--- config.mk ---
export PLATFORM = sky130hd
export DESIGN_NAME = link_state_route_engine_top
export DESIGN_NICKNAME = d
export VERILOG_FILES = /design/src/hdl/lsre_pkg.sv /design/src/hdl/link_state_route_engine_top.sv
export SDC_FILE = /design/constraint.sdc
export NUM_CORES = 2
export LEC_CHECK = 0
export BUFFER_PORTS_ARGS = -buffer_cell sky130_fd_sc_hd__buf_2
export CORE_ASPECT_RATIO = 2
export CORE_UTILIZATION = 63
export DETAILED_ROUTE_END_ITERATION = 10
export PLACE_DENSITY = 0.8
export SLEW_MARGIN = 20
export SYNTH_ARGS = -nofsm -noshare
export SYNTH_HDL_FRONTEND = slang
export SYNTH_SLANG_ARGS = --single-unit
--- constraint.sdc ---
create_clock -name clk -period 7.2 [get_ports clk]
set_clock_uncertainty 0.1 [all_clocks]
set_input_delay 1.44 -clock clk [delete_from_list [all_inputs] [get_ports clk]]
set_output_delay 1.44 -clock clk [all_outputs]
set_load 0.03 [all_outputs]
--- src/hdl/lsre_pkg.sv ---
// Shared constants for the link-state route engine.
// Command and result kind codes, field widths, path cost limits.
// No dependencies.
package lsre_pkg;

	localparam logic [1:0] CMD_ADD_LINK = 2'd0;
	localparam logic [1:0] CMD_HELLO    = 2'd1;
	localparam logic [1:0] CMD_RECORD   = 2'd2;
	localparam logic [1:0] CMD_NOP      = 2'd3;

	localparam logic [1:0] KIND_HELLO   = 2'd0;
	localparam logic [1:0] KIND_RECORD  = 2'd1;
	localparam logic [1:0] KIND_ROUTE   = 2'd2;

	localparam int ID_W    = 4;
	localparam int LINK_W  = 8;
	localparam int LCOST_W = 16;
	localparam int PCOST_W = 19;

	localparam logic [PCOST_W-1:0] COST_MAX = 19'h7FFFF;
	localparam logic [PCOST_W:0]   COST_INF = 20'h80000;

endpackage

--- src/hdl/link_state_route_engine_top.sv ---
// Link-state route engine: record table in one synchronous RAM, sequencer for
// dedup, hello replies, shortest-path search, flooding and route table output.
// Depends on lsre_pkg.
//
// Usage:
//  - cfg_we/cfg_wdata set own_router_id (reset value 1); write only while idle.
//  - Input channel (in_valid/in_ready) takes one item at a time; in_ready is
//    high only while the sequencer is idle.
//  - Output channel (out_valid/out_ready) is one output register; last marks
//    the final result of an item. A stalled receiver freezes the sequencer at
//    its next emit, the held item stays unchanged.
//  - Add own link: dedup scan of the own records, then one hello.
//  - Hello: one record result per stored record, sent on the hello's link.
//  - Link record: dedup scan, then, if the record is stored, the path search.
//    Each of up to ROUTERS-1 rounds picks a node; each edge of the picked
//    node scans the RAM record by record for its other end. Floods (only
//    with a valid own id) and ROUTERS route entries follow.
//  - Reset clears counts, neighbor state and the output register; the RAM
//    holds no reset state and is read only below each row's count.
module link_state_route_engine_top #(
	parameter int ROUTERS          = 8,
	parameter int LINKS_PER_ROUTER = 8
) (
	input  logic        clk,
	input  logic        arst_n,
	input  logic        cfg_we,
	input  logic [3:0]  cfg_wdata,
	input  logic        in_valid,
	output logic        in_ready,
	input  logic [1:0]  cmd,
	input  logic [3:0]  router_num,
	input  logic [7:0]  link_num,
	input  logic [15:0] item_cost,
	input  logic [7:0]  arrival_link,
	output logic        out_valid,
	input  logic        out_ready,
	output logic [1:0]  kind,
	output logic [3:0]  subject_router,
	output logic [7:0]  rec_link,
	output logic [18:0] cost_value,
	output logic [7:0]  send_link,
	output logic [3:0]  next_hop,
	output logic        reachable,
	output logic        last
);
	import lsre_pkg::*;

	localparam int RW    = $clog2(ROUTERS);
	localparam int SW    = (LINKS_PER_ROUTER > 1) ? $clog2(LINKS_PER_ROUTER) : 1;
	localparam int CW    = $clog2(LINKS_PER_ROUTER + 1);
	localparam int RCW   = $clog2(ROUTERS + 1);
	localparam int AW    = RW + SW;
	localparam int DEPTH = 2 ** AW;

	typedef enum logic [4:0] {
		ST_IDLE, ST_DUP_RD, ST_DUP_CHK, ST_APPEND, ST_HELLO_OUT,
		ST_REC_SCAN, ST_REC_OUT, ST_INIT_RD, ST_INIT_CHK, ST_SEL,
		ST_SETTLE, ST_EDGE_RD, ST_EDGE_CAP, ST_OE_RD, ST_OE_CHK,
		ST_RELAX, ST_FLOOD_RD, ST_FLOOD_CHK, ST_ROUTE
	} state_t;

	state_t state_q;

	logic [LINK_W+LCOST_W-1:0] mem [DEPTH];
	logic [LINK_W+LCOST_W-1:0] rd_data_q;
	logic [AW-1:0]             rd_addr;
	logic [AW-1:0]             wr_addr;
	logic                      mem_we;

	logic [ID_W-1:0]    own_q;
	logic [1:0]         cmd_q;
	logic [ID_W-1:0]    rn_q;
	logic [LINK_W-1:0]  link_q;
	logic [LCOST_W-1:0] cost_q;
	logic [LINK_W-1:0]  arr_q;
	logic [RW-1:0]      tr_q;
	logic [CW-1:0]      sl_q;
	logic [CW-1:0]      osl_q;
	logic [RCW-1:0]     rr_q;
	logic [RCW-1:0]     iter_q;
	logic [RW-1:0]      w_q;
	logic               wfound_q;
	logic [PCOST_W:0]   best_q;
	logic [PCOST_W-1:0] wcost_q;
	logic [ID_W-1:0]    whop_q;
	logic [LINK_W-1:0]  e_link_q;
	logic [LCOST_W-1:0] e_cost_q;
	logic [RW-1:0]      d_q;

	logic [CW-1:0]      cnt_q   [ROUTERS];
	logic               nbv_q   [ROUTERS];
	logic [LINK_W-1:0]  nbl_q   [ROUTERS];
	logic [PCOST_W-1:0] pc_q    [ROUTERS];
	logic [ID_W-1:0]    fh_q    [ROUTERS];
	logic [ROUTERS-1:0] settled_q;
	logic [ROUTERS-1:0] reach_q;

	logic               ov_q;
	logic [1:0]         o_kind_q;
	logic [ID_W-1:0]    o_subj_q;
	logic [LINK_W-1:0]  o_rlink_q;
	logic [PCOST_W-1:0] o_cost_q;
	logic [LINK_W-1:0]  o_slink_q;
	logic [ID_W-1:0]    o_hop_q;
	logic               o_reach_q;
	logic               o_last_q;

	logic               own_ok;
	logic [RW-1:0]      own_idx;
	logic               rn_in_ok;
	logic [RW-1:0]      rn_in_idx;
	logic [LINK_W-1:0]  rd_link;
	logic [LCOST_W-1:0] rd_cost;
	logic [RW-1:0]      rr_idx;
	logic               rr_end;
	logic [RW-1:0]      cnt_idx;
	logic [CW-1:0]      cnt_rd;
	logic [RW-1:0]      pc_idx;
	logic [PCOST_W-1:0] pc_rd;
	logic [ID_W-1:0]    fh_rd;
	logic               later_nz;
	logic               rec_last;
	logic               nb_hit;
	logic [PCOST_W:0]   sum_w;
	logic [PCOST_W-1:0] sum_sat;
	logic [PCOST_W:0]   key;
	logic               out_free;
	logic [CW-1:0]      sl_inc;
	logic               flood_ok;
	logic               emit;

	assign own_ok    = (own_q >= 4'd1) && (own_q <= 4'(ROUTERS));
	assign own_idx   = RW'(own_q - 4'd1);
	assign rn_in_ok  = (router_num >= 4'd1) && (router_num <= 4'(ROUTERS));
	assign rn_in_idx = RW'(router_num - 4'd1);
	assign rd_link   = rd_data_q[LINK_W+LCOST_W-1:LCOST_W];
	assign rd_cost   = rd_data_q[LCOST_W-1:0];
	assign rr_idx    = rr_q[RW-1:0];
	assign rr_end    = (rr_q == RCW'(ROUTERS));
	assign out_free  = !ov_q || out_ready;
	assign in_ready  = (state_q == ST_IDLE);
	assign sl_inc    = sl_q + CW'(1);
	assign flood_ok  = (rd_link != arr_q) && nb_hit;

	always_comb begin
		case (state_q)
			ST_SETTLE, ST_EDGE_RD, ST_EDGE_CAP:
				cnt_idx = w_q;
			ST_REC_SCAN, ST_REC_OUT, ST_OE_RD, ST_OE_CHK, ST_SEL:
				cnt_idx = rr_idx;
			default:
				cnt_idx = tr_q;
		endcase
		case (state_q)
			ST_EDGE_RD, ST_EDGE_CAP:
				rd_addr = {w_q, sl_q[SW-1:0]};
			ST_OE_RD, ST_OE_CHK:
				rd_addr = {rr_idx, osl_q[SW-1:0]};
			ST_REC_SCAN, ST_REC_OUT:
				rd_addr = {rr_idx, sl_q[SW-1:0]};
			default:
				rd_addr = {tr_q, sl_q[SW-1:0]};
		endcase
		case (state_q)
			ST_RELAX:  pc_idx = d_q;
			ST_SETTLE: pc_idx = w_q;
			default:   pc_idx = rr_idx;
		endcase
		case (state_q)
			ST_HELLO_OUT, ST_REC_OUT, ST_ROUTE:
				emit = out_free;
			ST_FLOOD_CHK:
				emit = out_free && flood_ok;
			default:
				emit = 1'b0;
		endcase
	end

	assign cnt_rd  = cnt_q[cnt_idx];
	assign pc_rd   = pc_q[pc_idx];
	assign fh_rd   = fh_q[pc_idx];
	assign mem_we  = (state_q == ST_APPEND);
	assign wr_addr = {tr_q, cnt_rd[SW-1:0]};
	assign key     = reach_q[rr_idx] ? {1'b0, pc_rd} : COST_INF;
	assign sum_w   = {1'b0, wcost_q} + {4'b0, e_cost_q};
	assign sum_sat = (sum_w > {1'b0, COST_MAX}) ? COST_MAX : sum_w[PCOST_W-1:0];

	always_comb begin
		later_nz = 1'b0;
		nb_hit   = 1'b0;
		for (int i = 0; i < ROUTERS; i++) begin
			if (RCW'(i) > rr_q && cnt_q[i] != '0)
				later_nz = 1'b1;
			if (nbv_q[i] && nbl_q[i] == rd_link)
				nb_hit = 1'b1;
		end
	end
	assign rec_last = (sl_inc == cnt_rd) && !later_nz;

	always_ff @(posedge clk) begin
		if (mem_we) begin
			mem[wr_addr] <= {link_q, cost_q};
		end
		rd_data_q <= mem[rd_addr];
	end

	always_ff @(posedge clk or negedge arst_n) begin
		if (!arst_n) begin
			state_q   <= ST_IDLE;
			own_q     <= 4'd1;
			ov_q      <= 1'b0;
			settled_q <= '0;
			reach_q   <= '0;
			cmd_q     <= CMD_ADD_LINK;
			rn_q      <= '0;
			link_q    <= '0;
			cost_q    <= '0;
			arr_q     <= '0;
			tr_q      <= '0;
			sl_q      <= '0;
			osl_q     <= '0;
			rr_q      <= '0;
			iter_q    <= '0;
			w_q       <= '0;
			wfound_q  <= 1'b0;
			best_q    <= COST_INF;
			wcost_q   <= '0;
			whop_q    <= '0;
			e_link_q  <= '0;
			e_cost_q  <= '0;
			d_q       <= '0;
			o_kind_q  <= KIND_HELLO;
			o_subj_q  <= '0;
			o_rlink_q <= '0;
			o_cost_q  <= '0;
			o_slink_q <= '0;
			o_hop_q   <= '0;
			o_reach_q <= 1'b0;
			o_last_q  <= 1'b0;
			for (int i = 0; i < ROUTERS; i++) begin
				cnt_q[i] <= '0;
				nbv_q[i] <= 1'b0;
				nbl_q[i] <= '0;
				pc_q[i]  <= '0;
				fh_q[i]  <= '0;
			end
		end else begin
			if (cfg_we)
				own_q <= cfg_wdata;
			if (emit)
				ov_q <= 1'b1;
			else if (out_ready)
				ov_q <= 1'b0;
			case (state_q)
				ST_IDLE: begin
					if (in_valid) begin
						cmd_q  <= cmd;
						rn_q   <= router_num;
						link_q <= link_num;
						cost_q <= item_cost;
						arr_q  <= arrival_link;
						sl_q   <= '0;
						rr_q   <= '0;
						case (cmd)
							CMD_ADD_LINK: begin
								tr_q    <= own_idx;
								state_q <= own_ok ? ST_DUP_RD : ST_HELLO_OUT;
							end
							CMD_HELLO: begin
								if (rn_in_ok) begin
									nbv_q[rn_in_idx] <= 1'b1;
									nbl_q[rn_in_idx] <= link_num;
								end
								state_q <= ST_REC_SCAN;
							end
							CMD_RECORD: begin
								tr_q    <= rn_in_idx;
								state_q <= rn_in_ok ? ST_DUP_RD : ST_IDLE;
							end
							default: state_q <= ST_IDLE;
						endcase
					end
				end
				ST_DUP_RD: begin
					if (sl_q == cnt_rd) begin
						if (cnt_rd == CW'(LINKS_PER_ROUTER))
							state_q <= (cmd_q == CMD_ADD_LINK) ? ST_HELLO_OUT : ST_IDLE;
						else
							state_q <= ST_APPEND;
					end else begin
						state_q <= ST_DUP_CHK;
					end
				end
				ST_DUP_CHK: begin
					if (rd_data_q == {link_q, cost_q}) begin
						state_q <= (cmd_q == CMD_ADD_LINK) ? ST_HELLO_OUT : ST_IDLE;
					end else begin
						sl_q    <= sl_inc;
						state_q <= ST_DUP_RD;
					end
				end
				ST_APPEND: begin
					cnt_q[tr_q] <= cnt_rd + CW'(1);
					sl_q        <= '0;
					if (cmd_q == CMD_ADD_LINK) begin
						state_q <= ST_HELLO_OUT;
					end else begin
						tr_q <= own_idx;
						for (int i = 0; i < ROUTERS; i++) begin
							pc_q[i] <= '0;
							fh_q[i] <= '0;
						end
						if (own_ok) begin
							settled_q <= ROUTERS'(1) << own_idx;
							reach_q   <= ROUTERS'(1) << own_idx;
							state_q   <= ST_INIT_RD;
						end else begin
							settled_q <= '0;
							reach_q   <= '0;
							iter_q    <= RCW'(1);
							rr_q      <= '0;
							wfound_q  <= 1'b0;
							best_q    <= COST_INF;
							state_q   <= ST_SEL;
						end
					end
				end
				ST_HELLO_OUT: begin
					if (out_free) begin
						o_kind_q  <= KIND_HELLO;
						o_subj_q  <= own_q;
						o_rlink_q <= link_q;
						o_cost_q  <= '0;
						o_slink_q <= link_q;
						o_hop_q   <= '0;
						o_reach_q <= 1'b0;
						o_last_q  <= 1'b1;
						state_q   <= ST_IDLE;
					end
				end
				ST_REC_SCAN: begin
					if (rr_end) begin
						state_q <= ST_IDLE;
					end else if (sl_q == cnt_rd) begin
						rr_q <= rr_q + RCW'(1);
						sl_q <= '0;
					end else begin
						state_q <= ST_REC_OUT;
					end
				end
				ST_REC_OUT: begin
					if (out_free) begin
						o_kind_q  <= KIND_RECORD;
						o_subj_q  <= 4'(rr_idx) + 4'd1;
						o_rlink_q <= rd_link;
						o_cost_q  <= {3'b0, rd_cost};
						o_slink_q <= link_q;
						o_hop_q   <= '0;
						o_reach_q <= 1'b0;
						o_last_q  <= rec_last;
						sl_q      <= sl_inc;
						state_q   <= ST_REC_SCAN;
					end
				end
				ST_INIT_RD: begin
					if (sl_q == cnt_rd) begin
						iter_q   <= RCW'(1);
						rr_q     <= '0;
						wfound_q <= 1'b0;
						best_q   <= COST_INF;
						state_q  <= ST_SEL;
					end else begin
						state_q <= ST_INIT_CHK;
					end
				end
				ST_INIT_CHK: begin
					for (int i = 0; i < ROUTERS; i++) begin
						if (RW'(i) != own_idx && nbv_q[i] && nbl_q[i] == rd_link) begin
							pc_q[i]    <= {3'b0, rd_cost};
							fh_q[i]    <= 4'(i + 1);
							reach_q[i] <= 1'b1;
						end
					end
					sl_q    <= sl_inc;
					state_q <= ST_INIT_RD;
				end
				ST_SEL: begin
					if (rr_end) begin
						if (wfound_q) begin
							state_q <= ST_SETTLE;
						end else begin
							sl_q    <= '0;
							rr_q    <= '0;
							state_q <= own_ok ? ST_FLOOD_RD : ST_ROUTE;
						end
					end else begin
						if (cnt_rd != '0 && !settled_q[rr_idx] && key <= best_q) begin
							best_q   <= key;
							w_q      <= rr_idx;
							wfound_q <= 1'b1;
						end
						rr_q <= rr_q + RCW'(1);
					end
				end
				ST_SETTLE: begin
					settled_q[w_q] <= 1'b1;
					wcost_q        <= pc_rd;
					whop_q         <= fh_rd;
					sl_q           <= '0;
					if (reach_q[w_q]) begin
						state_q <= ST_EDGE_RD;
					end else if (iter_q == RCW'(ROUTERS - 1)) begin
						rr_q    <= '0;
						state_q <= own_ok ? ST_FLOOD_RD : ST_ROUTE;
					end else begin
						iter_q   <= iter_q + RCW'(1);
						rr_q     <= '0;
						wfound_q <= 1'b0;
						best_q   <= COST_INF;
						state_q  <= ST_SEL;
					end
				end
				ST_EDGE_RD: begin
					if (sl_q != cnt_rd) begin
						state_q <= ST_EDGE_CAP;
					end else if (iter_q == RCW'(ROUTERS - 1)) begin
						sl_q    <= '0;
						rr_q    <= '0;
						state_q <= own_ok ? ST_FLOOD_RD : ST_ROUTE;
					end else begin
						iter_q   <= iter_q + RCW'(1);
						rr_q     <= '0;
						wfound_q <= 1'b0;
						best_q   <= COST_INF;
						state_q  <= ST_SEL;
					end
				end
				ST_EDGE_CAP: begin
					e_link_q <= rd_link;
					e_cost_q <= rd_cost;
					rr_q     <= '0;
					osl_q    <= '0;
					state_q  <= ST_OE_RD;
				end
				ST_OE_RD: begin
					if (rr_end) begin
						sl_q    <= sl_inc;
						state_q <= ST_EDGE_RD;
					end else if (rr_idx == w_q || osl_q == cnt_rd) begin
						rr_q  <= rr_q + RCW'(1);
						osl_q <= '0;
					end else begin
						state_q <= ST_OE_CHK;
					end
				end
				ST_OE_CHK: begin
					if (rd_link == e_link_q) begin
						d_q     <= rr_idx;
						state_q <= ST_RELAX;
					end else begin
						osl_q   <= osl_q + CW'(1);
						state_q <= ST_OE_RD;
					end
				end
				ST_RELAX: begin
					if (!settled_q[d_q] && (!reach_q[d_q] || sum_sat < pc_rd)) begin
						pc_q[d_q]    <= sum_sat;
						fh_q[d_q]    <= whop_q;
						reach_q[d_q] <= 1'b1;
					end
					sl_q    <= sl_inc;
					state_q <= ST_EDGE_RD;
				end
				ST_FLOOD_RD: begin
					if (sl_q == cnt_rd) begin
						rr_q    <= '0;
						state_q <= ST_ROUTE;
					end else begin
						state_q <= ST_FLOOD_CHK;
					end
				end
				ST_FLOOD_CHK: begin
					if (!flood_ok) begin
						sl_q    <= sl_inc;
						state_q <= ST_FLOOD_RD;
					end else if (out_free) begin
						o_kind_q  <= KIND_RECORD;
						o_subj_q  <= rn_q;
						o_rlink_q <= link_q;
						o_cost_q  <= {3'b0, cost_q};
						o_slink_q <= rd_link;
						o_hop_q   <= '0;
						o_reach_q <= 1'b0;
						o_last_q  <= 1'b0;
						sl_q      <= sl_inc;
						state_q   <= ST_FLOOD_RD;
					end
				end
				ST_ROUTE: begin
					if (out_free) begin
						o_kind_q  <= KIND_ROUTE;
						o_subj_q  <= 4'(rr_idx) + 4'd1;
						o_rlink_q <= '0;
						o_cost_q  <= reach_q[rr_idx] ? pc_rd : '0;
						o_slink_q <= '0;
						o_hop_q   <= reach_q[rr_idx] ? fh_rd : '0;
						o_reach_q <= reach_q[rr_idx];
						o_last_q  <= (rr_q == RCW'(ROUTERS - 1));
						rr_q      <= rr_q + RCW'(1);
						if (rr_q == RCW'(ROUTERS - 1))
							state_q <= ST_IDLE;
					end
				end
				default: state_q <= ST_IDLE;
			endcase
		end
	end

	assign out_valid      = ov_q;
	assign kind           = o_kind_q;
	assign subject_router = o_subj_q;
	assign rec_link       = o_rlink_q;
	assign cost_value     = o_cost_q;
	assign send_link      = o_slink_q;
	assign next_hop       = o_hop_q;
	assign reachable      = o_reach_q;
	assign last           = o_last_q;

	a_append_room: assert property (@(posedge clk) disable iff (!arst_n)
		state_q == ST_APPEND |-> cnt_rd < CW'(LINKS_PER_ROUTER))
		else $error("append into full row");

	a_relax_other: assert property (@(posedge clk) disable iff (!arst_n)
		state_q == ST_RELAX |-> d_q != w_q)
		else $error("relaxing node onto itself");

	a_side_fields: assert property (@(posedge clk) disable iff (!arst_n)
		ov_q && o_kind_q != KIND_ROUTE |-> !o_reach_q && o_hop_q == '0)
		else $error("route fields set on hello or record");

	a_unreach_zero: assert property (@(posedge clk) disable iff (!arst_n)
		ov_q && o_kind_q == KIND_ROUTE && !o_reach_q |-> o_cost_q == '0 && o_hop_q == '0)
		else $error("unreachable route carries cost or hop");

endmodule

; Yosys cells after proc, flatten, opt, wreduce, memory -nomap -nowiden
; Memory sizes are Yosys's and may differ from the RTL's. A register that Yosys moved wholly into a read port is not among the register bits.
; Cells that the tools add are included.
[classes]
mux = 224
add_sub_neg = 9
n_shift = 1
bitwise = 9
n_eq_ne = 88
magnitude_cmp = 28
n_reduce_logical = 115
[ops]
columns = op, n
row1 = 152-bit one-hot mux with 3 select lines, 1
row2 = 19-bit 2-to-1 mux, 18
row3 = 152-bit 2-to-1 mux, 2
row4 = 4-bit 2-to-1 mux, 54
row5 = 20-bit 2-to-1 mux, 9
row6 = 152-bit bitwise mux, 1
row7 = 20-bit one-hot mux with 5 select lines, 1
row8 = 32-bit one-hot mux with 3 select lines, 1
row9 = 5-bit one-hot mux with 19 select lines, 1
row10 = 5-bit 2-to-1 mux, 17
row11 = 8-bit 2-to-1 mux, 10
row12 = 4-bit one-hot mux with 10 select lines, 2
row13 = 19-bit one-hot mux with 4 select lines, 1
row14 = 8-bit == test, 9
row15 = 2-bit != test (second input constant), 33
row16 = 32-bit bitwise mux, 2
row17 = 64-bit bitwise mux, 1
row18 = 32-bit 2-to-1 mux, 2
row19 = 19-bit binary-select mux with 3-bit select, 1
row20 = 19-bit demux with 3-bit select, 1
row21 = 1-bit 2-to-1 mux, 54
row22 = 4-bit AND reduction, 13
row23 = 8-bit one-hot mux with 3 select lines, 2
row24 = 1-bit logical AND, 45
row25 = other kinds (79), 193
[word_totals]
elab_cells = 553
output_inout_bits = 49
in_bits = 47
n_memories = 1
ram_bits = 1536
ff_bits = 492
[mem_list]
columns = name, words, word_bits, read_ports, rd_clocked_by_memory_dff, wr, line
row1 = mem, 64, 24, 1, 1, 1, link_state_route_engine_top.sv:64  ; logic [LINK_W+LCOST_W-1:0] mem [DEPTH];

; Logic depth before layout (Yosys ltp)
[logic_depth]
depth_word = 14
depth_mapped = 27
mapped_depth_nobuf = 25

; Worst setup path before layout
; Ideal clock, no wire load.
[synth_path]
path_kind = register -> register
from = register wcost_q[1]
to = register pc_q[12] (netlist bit)
stages_incl_launch_ff = 24
synth_period_minus_slack_ns = 5.596
arrival_ns = 5.375
setup_ns = 0.121
slack_ns = 1.604
required_ns = 6.979
path_cell_list = dfrtp_1 -> ha_1 -> a21o_1 -> a21oi_1 -> o21ai_0 -> a2111oi_0 -> o31a_1 -> o21ai_1 -> clkbuf_1 -> nor2_1 -> inv_1 -> ha_1 -> a21o_1 -> a21o_1 -> a21o_1 -> a21o_1 -> a21oi_1 -> o21ai_0 -> a211oi_1 -> a21boi_2 -> nor2_2 -> o21ai_1 -> clkbuf_1 -> a22o_1
[synth_between]
elab_chain_cells = 8
word_cells_on_any_way = 11
cone_classes = add/sub: 1 / order compare: 2 / eq/ne: 1 / mux: 4 / reduce/logical: 3
[synth_rtl]
columns = item, line
row1 = "start, declared", link_state_route_engine_top.sv:84  ; logic [PCOST_W-1:0] wcost_q;
row2 = "start signal, assigned", link_state_route_engine_top.sv:407  ; wcost_q <= pc_rd;
row3 = 19-bit by 16-bit adder with 20-bit output *, link_state_route_engine_top.sv:185  ; assign sum_w = {1'b0, wcost_q} + {4'b0, e_cost_q};
row4 = 20-bit by 19-bit greater-than comparator with 1-bit output, link_state_route_engine_top.sv:186  ; assign sum_sat = (sum_w > {1'b0, COST_MAX}) ? COST_MAX : sum_w[PCOST_W-1:0];
row5 = 19-bit 2-to-1 mux *, link_state_route_engine_top.sv:186
row6 = 19-bit less-than comparator, link_state_route_engine_top.sv:466  ; if (!settled_q[d_q] && (!reach_q[d_q] || sum_sat < pc_rd)) begin
row7 = 1-bit logical OR, link_state_route_engine_top.sv:466
row8 = 1-bit logical AND, link_state_route_engine_top.sv:466
row9 = 2-bit != test (no source line), -
row10 = 4-bit AND reduction (no source line), -
row11 = "end signal, assigned by index", link_state_route_engine_top.sv:379  ; pc_q[i] <= {3'b0, rd_cost};
row12 = "end signal, assigned by index", link_state_route_engine_top.sv:467  ; pc_q[d_q] <= sum_sat;
row13 = "end, declared", link_state_route_engine_top.sv:93  ; logic [PCOST_W-1:0] pc_q [ROUTERS];
; Mark *: on every way between the ends. The rest lies on a longest branch, timed or not. The select of a mux whose other input is x is not followed.
; A chain may end at the register's enable or synchronous reset.

; Final worst setup path
[layout_path]
from = register wcost_q[1]
to = register pc_q[30] (netlist bit)
; Same word-level chain as after synthesis.

==> flow_summary.ini <==
[setup_path]
rr_startpoint = wcost_q[1]
r2r_setup_slack_ns = 0.86
start_kind = flip-flop
cp_max_fo = 23
worst_r2r_path_depth = 26
cp-end-kind = flip-flop
required_ns = 7.80
r2r_end = pc_q[30]
crit_type = reg2reg
cp.arrival_ns = 6.94

[clock_network]
clkTransAtPathRegs_ns = 0.07
clk_latency_ns = 0.83
holdBufCountCts = 0
clock_sinks = 2052
htreeDepth = 4
max-clock-path-buffers = 4
cts_tree = done
cts_made_buffers = 173
ctsResizeCount = 0
cts_setup_buffers = 0
cts-root-buf = clkbuf_16

[global_route]
grt_pass1_wl_mm = 405
first_global_vias = 56900
grt_usage_pct = 41.7
gr-total-overflow = 0
grt_max_degree = 147
antenna_found_initial = 7

[drt]
routed_via_density = 7.16
avgRoutedWirePerCell_um = 37.4
dr_total_vias = 54700
drc_errors = 0
drt_iter0_markers = 7188
dr.pass1.iters = 9
wl_mm = 285
ant_nets = 0

[sta]
finalMaxSlewViolations = 0
min_period_ns = 6.34
finalSetupTns_ns = 0
fin_crit_sh_pct = 88.1
setup_viol_count_final = 0
holdWs_ns = 0.359
timing.slew.headroom_pct = 15.8
rsz0062_at_grt = false
fmax_mhz = 158
worst_pin_slew_ns = 1.26
hold_violations = 0

[placed_design]
gp_congestion = 1.02
dpl-instance-area_sq_um = 90700
io_buffers = 95
dpl.cell_count = 7327
place_hpwl_mm = 178

[floorplanning]
ios = 96
die_y_um = 525
start_util_pct = 63.6
dieArea_sq_um = 139000
die_w_um = 264
num_rows = 191
core_area_sq_um = 136000

[cells_and_area]
multi_input_area_sq_um = 26100
final_cell_area_sq_um = 96200
fin_nets = 5885
fillers = 8318
drive_above_1_share_pct = 22.4
fin_cells = 7632
seq_area_sq_um = 59000
fin_util_pct = 70.8
area_growth_pct = 11.4

[synthesis]
synth_top_flop_cell = edfxtp_1
yosys_register_bits = 2052
syn-instance-count = 5563
async_flop_share_pct = 24.0
ys_types = 86
avgSynthCellArea_sq_um = 15.5
synth_fp_nets = 5681
synth_edf_count = 1536
syn-cell-area_sq_um = 86300
ys_seq_area_share_pct = 68.3
yosysWarnings = 0

[power]
p_per_area_nw_per_um2 = 396
power_leakage_nw = 35.2
ir_drop_mv = 0.350

[job]
cap_violations = 0

[hold_path]
hold_depth = 2
min_to = next_hop[2]
min_from = next_hop[2]
min_path_type = reg2reg

[run_status]
outcome = finished clean
-- cells in the mapped netlist, types with 30 or more instances --
library cell	instances	share of area [%]
edfxtp_1	1536	53
nand2_1	668	2.9
dfrtp_1	490	14
mux4_2	395	10
o21ai_0	246	1.4
clkbuf_1	243	1.1
nor2_1	204	0.89
a22o_1	170	1.7
mux2_2	151	2.0
nand3_1	139	0.81
a211oi_1	133	1.2
a21oi_1	127	0.74
xnor2_1	108	1.1
and2_1	102	0.74
inv_1	85	0.37
ha_1	70	1.0
buf_1	62	0.27
a31oi_1	58	0.42
a311oi_1	55	0.56
a21o_1	45	0.39
buf_2	43	0.25
nor3_1	40	0.23
mux2i_1	30	0.35
nand2b_1	30	0.22
-- registers in the layout (all words and copies together) (netlist names), 20 cells and up --
name,flops
mem,1536
pc_q,152
nbl_q,64
cnt_q,32
fh_q,32
rd_data_q,24
best_q,20
-- logic make-up after synthesis --
family | share of synthesized area, %
AO/OA/AOI/OAI | 7.93
buffers and inverters | 1.98
flip-flops | 68.3
multiplexers | 12.7
adder cells (fa/ha/maj) | 1.04
XOR/XNOR | 1.39
AND/OR/NAND/NOR | 6.75
-- area by class of cell --
type	count	share of cell area (%)
Inverter	86	0.336
Sequential cell	2052	61.3
Timing Repair Buffer	380	3.31
Tap cell	1737	2.26
Clock inverter	89	0.828
Multi-Input combinational cell	3074	27.1
Clock buffer	213	4.80
Antenna cell	1	0.00260
-- layer usage --
metal,vias to the layer above,part of all wire (%),global-route usage [%]
li1,21900,-,-
met1,27300,29,43.9
met2,4124,51,71.1
met3,1309,8.6,7.27
met4,10,11,38.4
met5,-,0.027,0
-- cell usage in the layout, fill, tap and decap left out, types with 21 or more instances in the layout --
cell type,n
dfxtp_1,24
xor2_1,29
xnor2_1,108
inv_1,85
mux2i_1,26
a311oi_1,52
mux2_2,150
a22o_1,170
ha_1,70
clkbuf_16,177
edfxtp_1,1536
nor2_2,72
nand3_1,138
a32o_1,21
a21oi_1,127
clkinv_2,27
clkinv_1,35
and2_1,102
buf_4,240
dfrtp_1,466
a21o_1,44
nor2_1,137
nand2_1,665
a31oi_1,58
buf_2,94
nor3_1,32
clkbuf_1,31
dfrtp_2,23
mux4_2,395
nand2b_1,30
a211oi_1,132
o21ai_0,245
nand4_1,26
buf_12,43
-- critical path: stages (launching register included) --
cell and delay (ns):
dfrtp_1 0.38, inv_1 0.23, fa_1 0.29, nor2b_1 0.06
o21ai_0 0.20, a21boi_0 0.16, o21a_1 0.22, o211ai_1 0.70
nand2_1 0.18, a31oi_1 0.24, xnor2_1 0.08, nor2_1 0.38
inv_1 0.09, ha_1 0.32, a21o_1 0.19, a21o_1 0.17
a21o_1 0.17, a21o_1 0.24, a21oi_1 0.19, nor2_1 0.06
a211oi_1 0.35, a21boi_2 0.13, buf_12 0.17, nor2_1 0.28
o21ai_2 0.14, buf_12 0.22, a22o_1 0.25
-- stage by stage --
step / setup WS, ns / total power [W]
after CTS: 0.981 / 0.0377
after detailed placement: 0.953 / 0.0285
after global routing: 0.464 / 0.0390
final: 0.858 / 0.0381
after global placement: 0.974 / 0.0282
after floorplan: 1.60 / 0.0230
-- worst max path at each step --
stage                    start          to  slack, ns
floorplan           wcost_q[1]    pc_q[12]       1.60
global placement    state_q[2]  best_q[14]       0.97
detailed placement  state_q[2]  best_q[10]       0.95
CTS                 state_q[2]  best_q[18]       0.98
global route        wcost_q[1]     fh_q[4]       0.46
finish              wcost_q[1]    pc_q[30]       0.86
-- power breakdown --
part / switching (W) / leakage [nW] / internal (W)
registers: 0.00104 / 20.6 / 0.0150
logic: 0.00849 / 11.9 / 0.00421
clock network: 0.00430 / 2.65 / 0.00503
total: 0.0138 / 35.2 / 0.0243
Note: power is estimated with default switching activity, not from simulation.
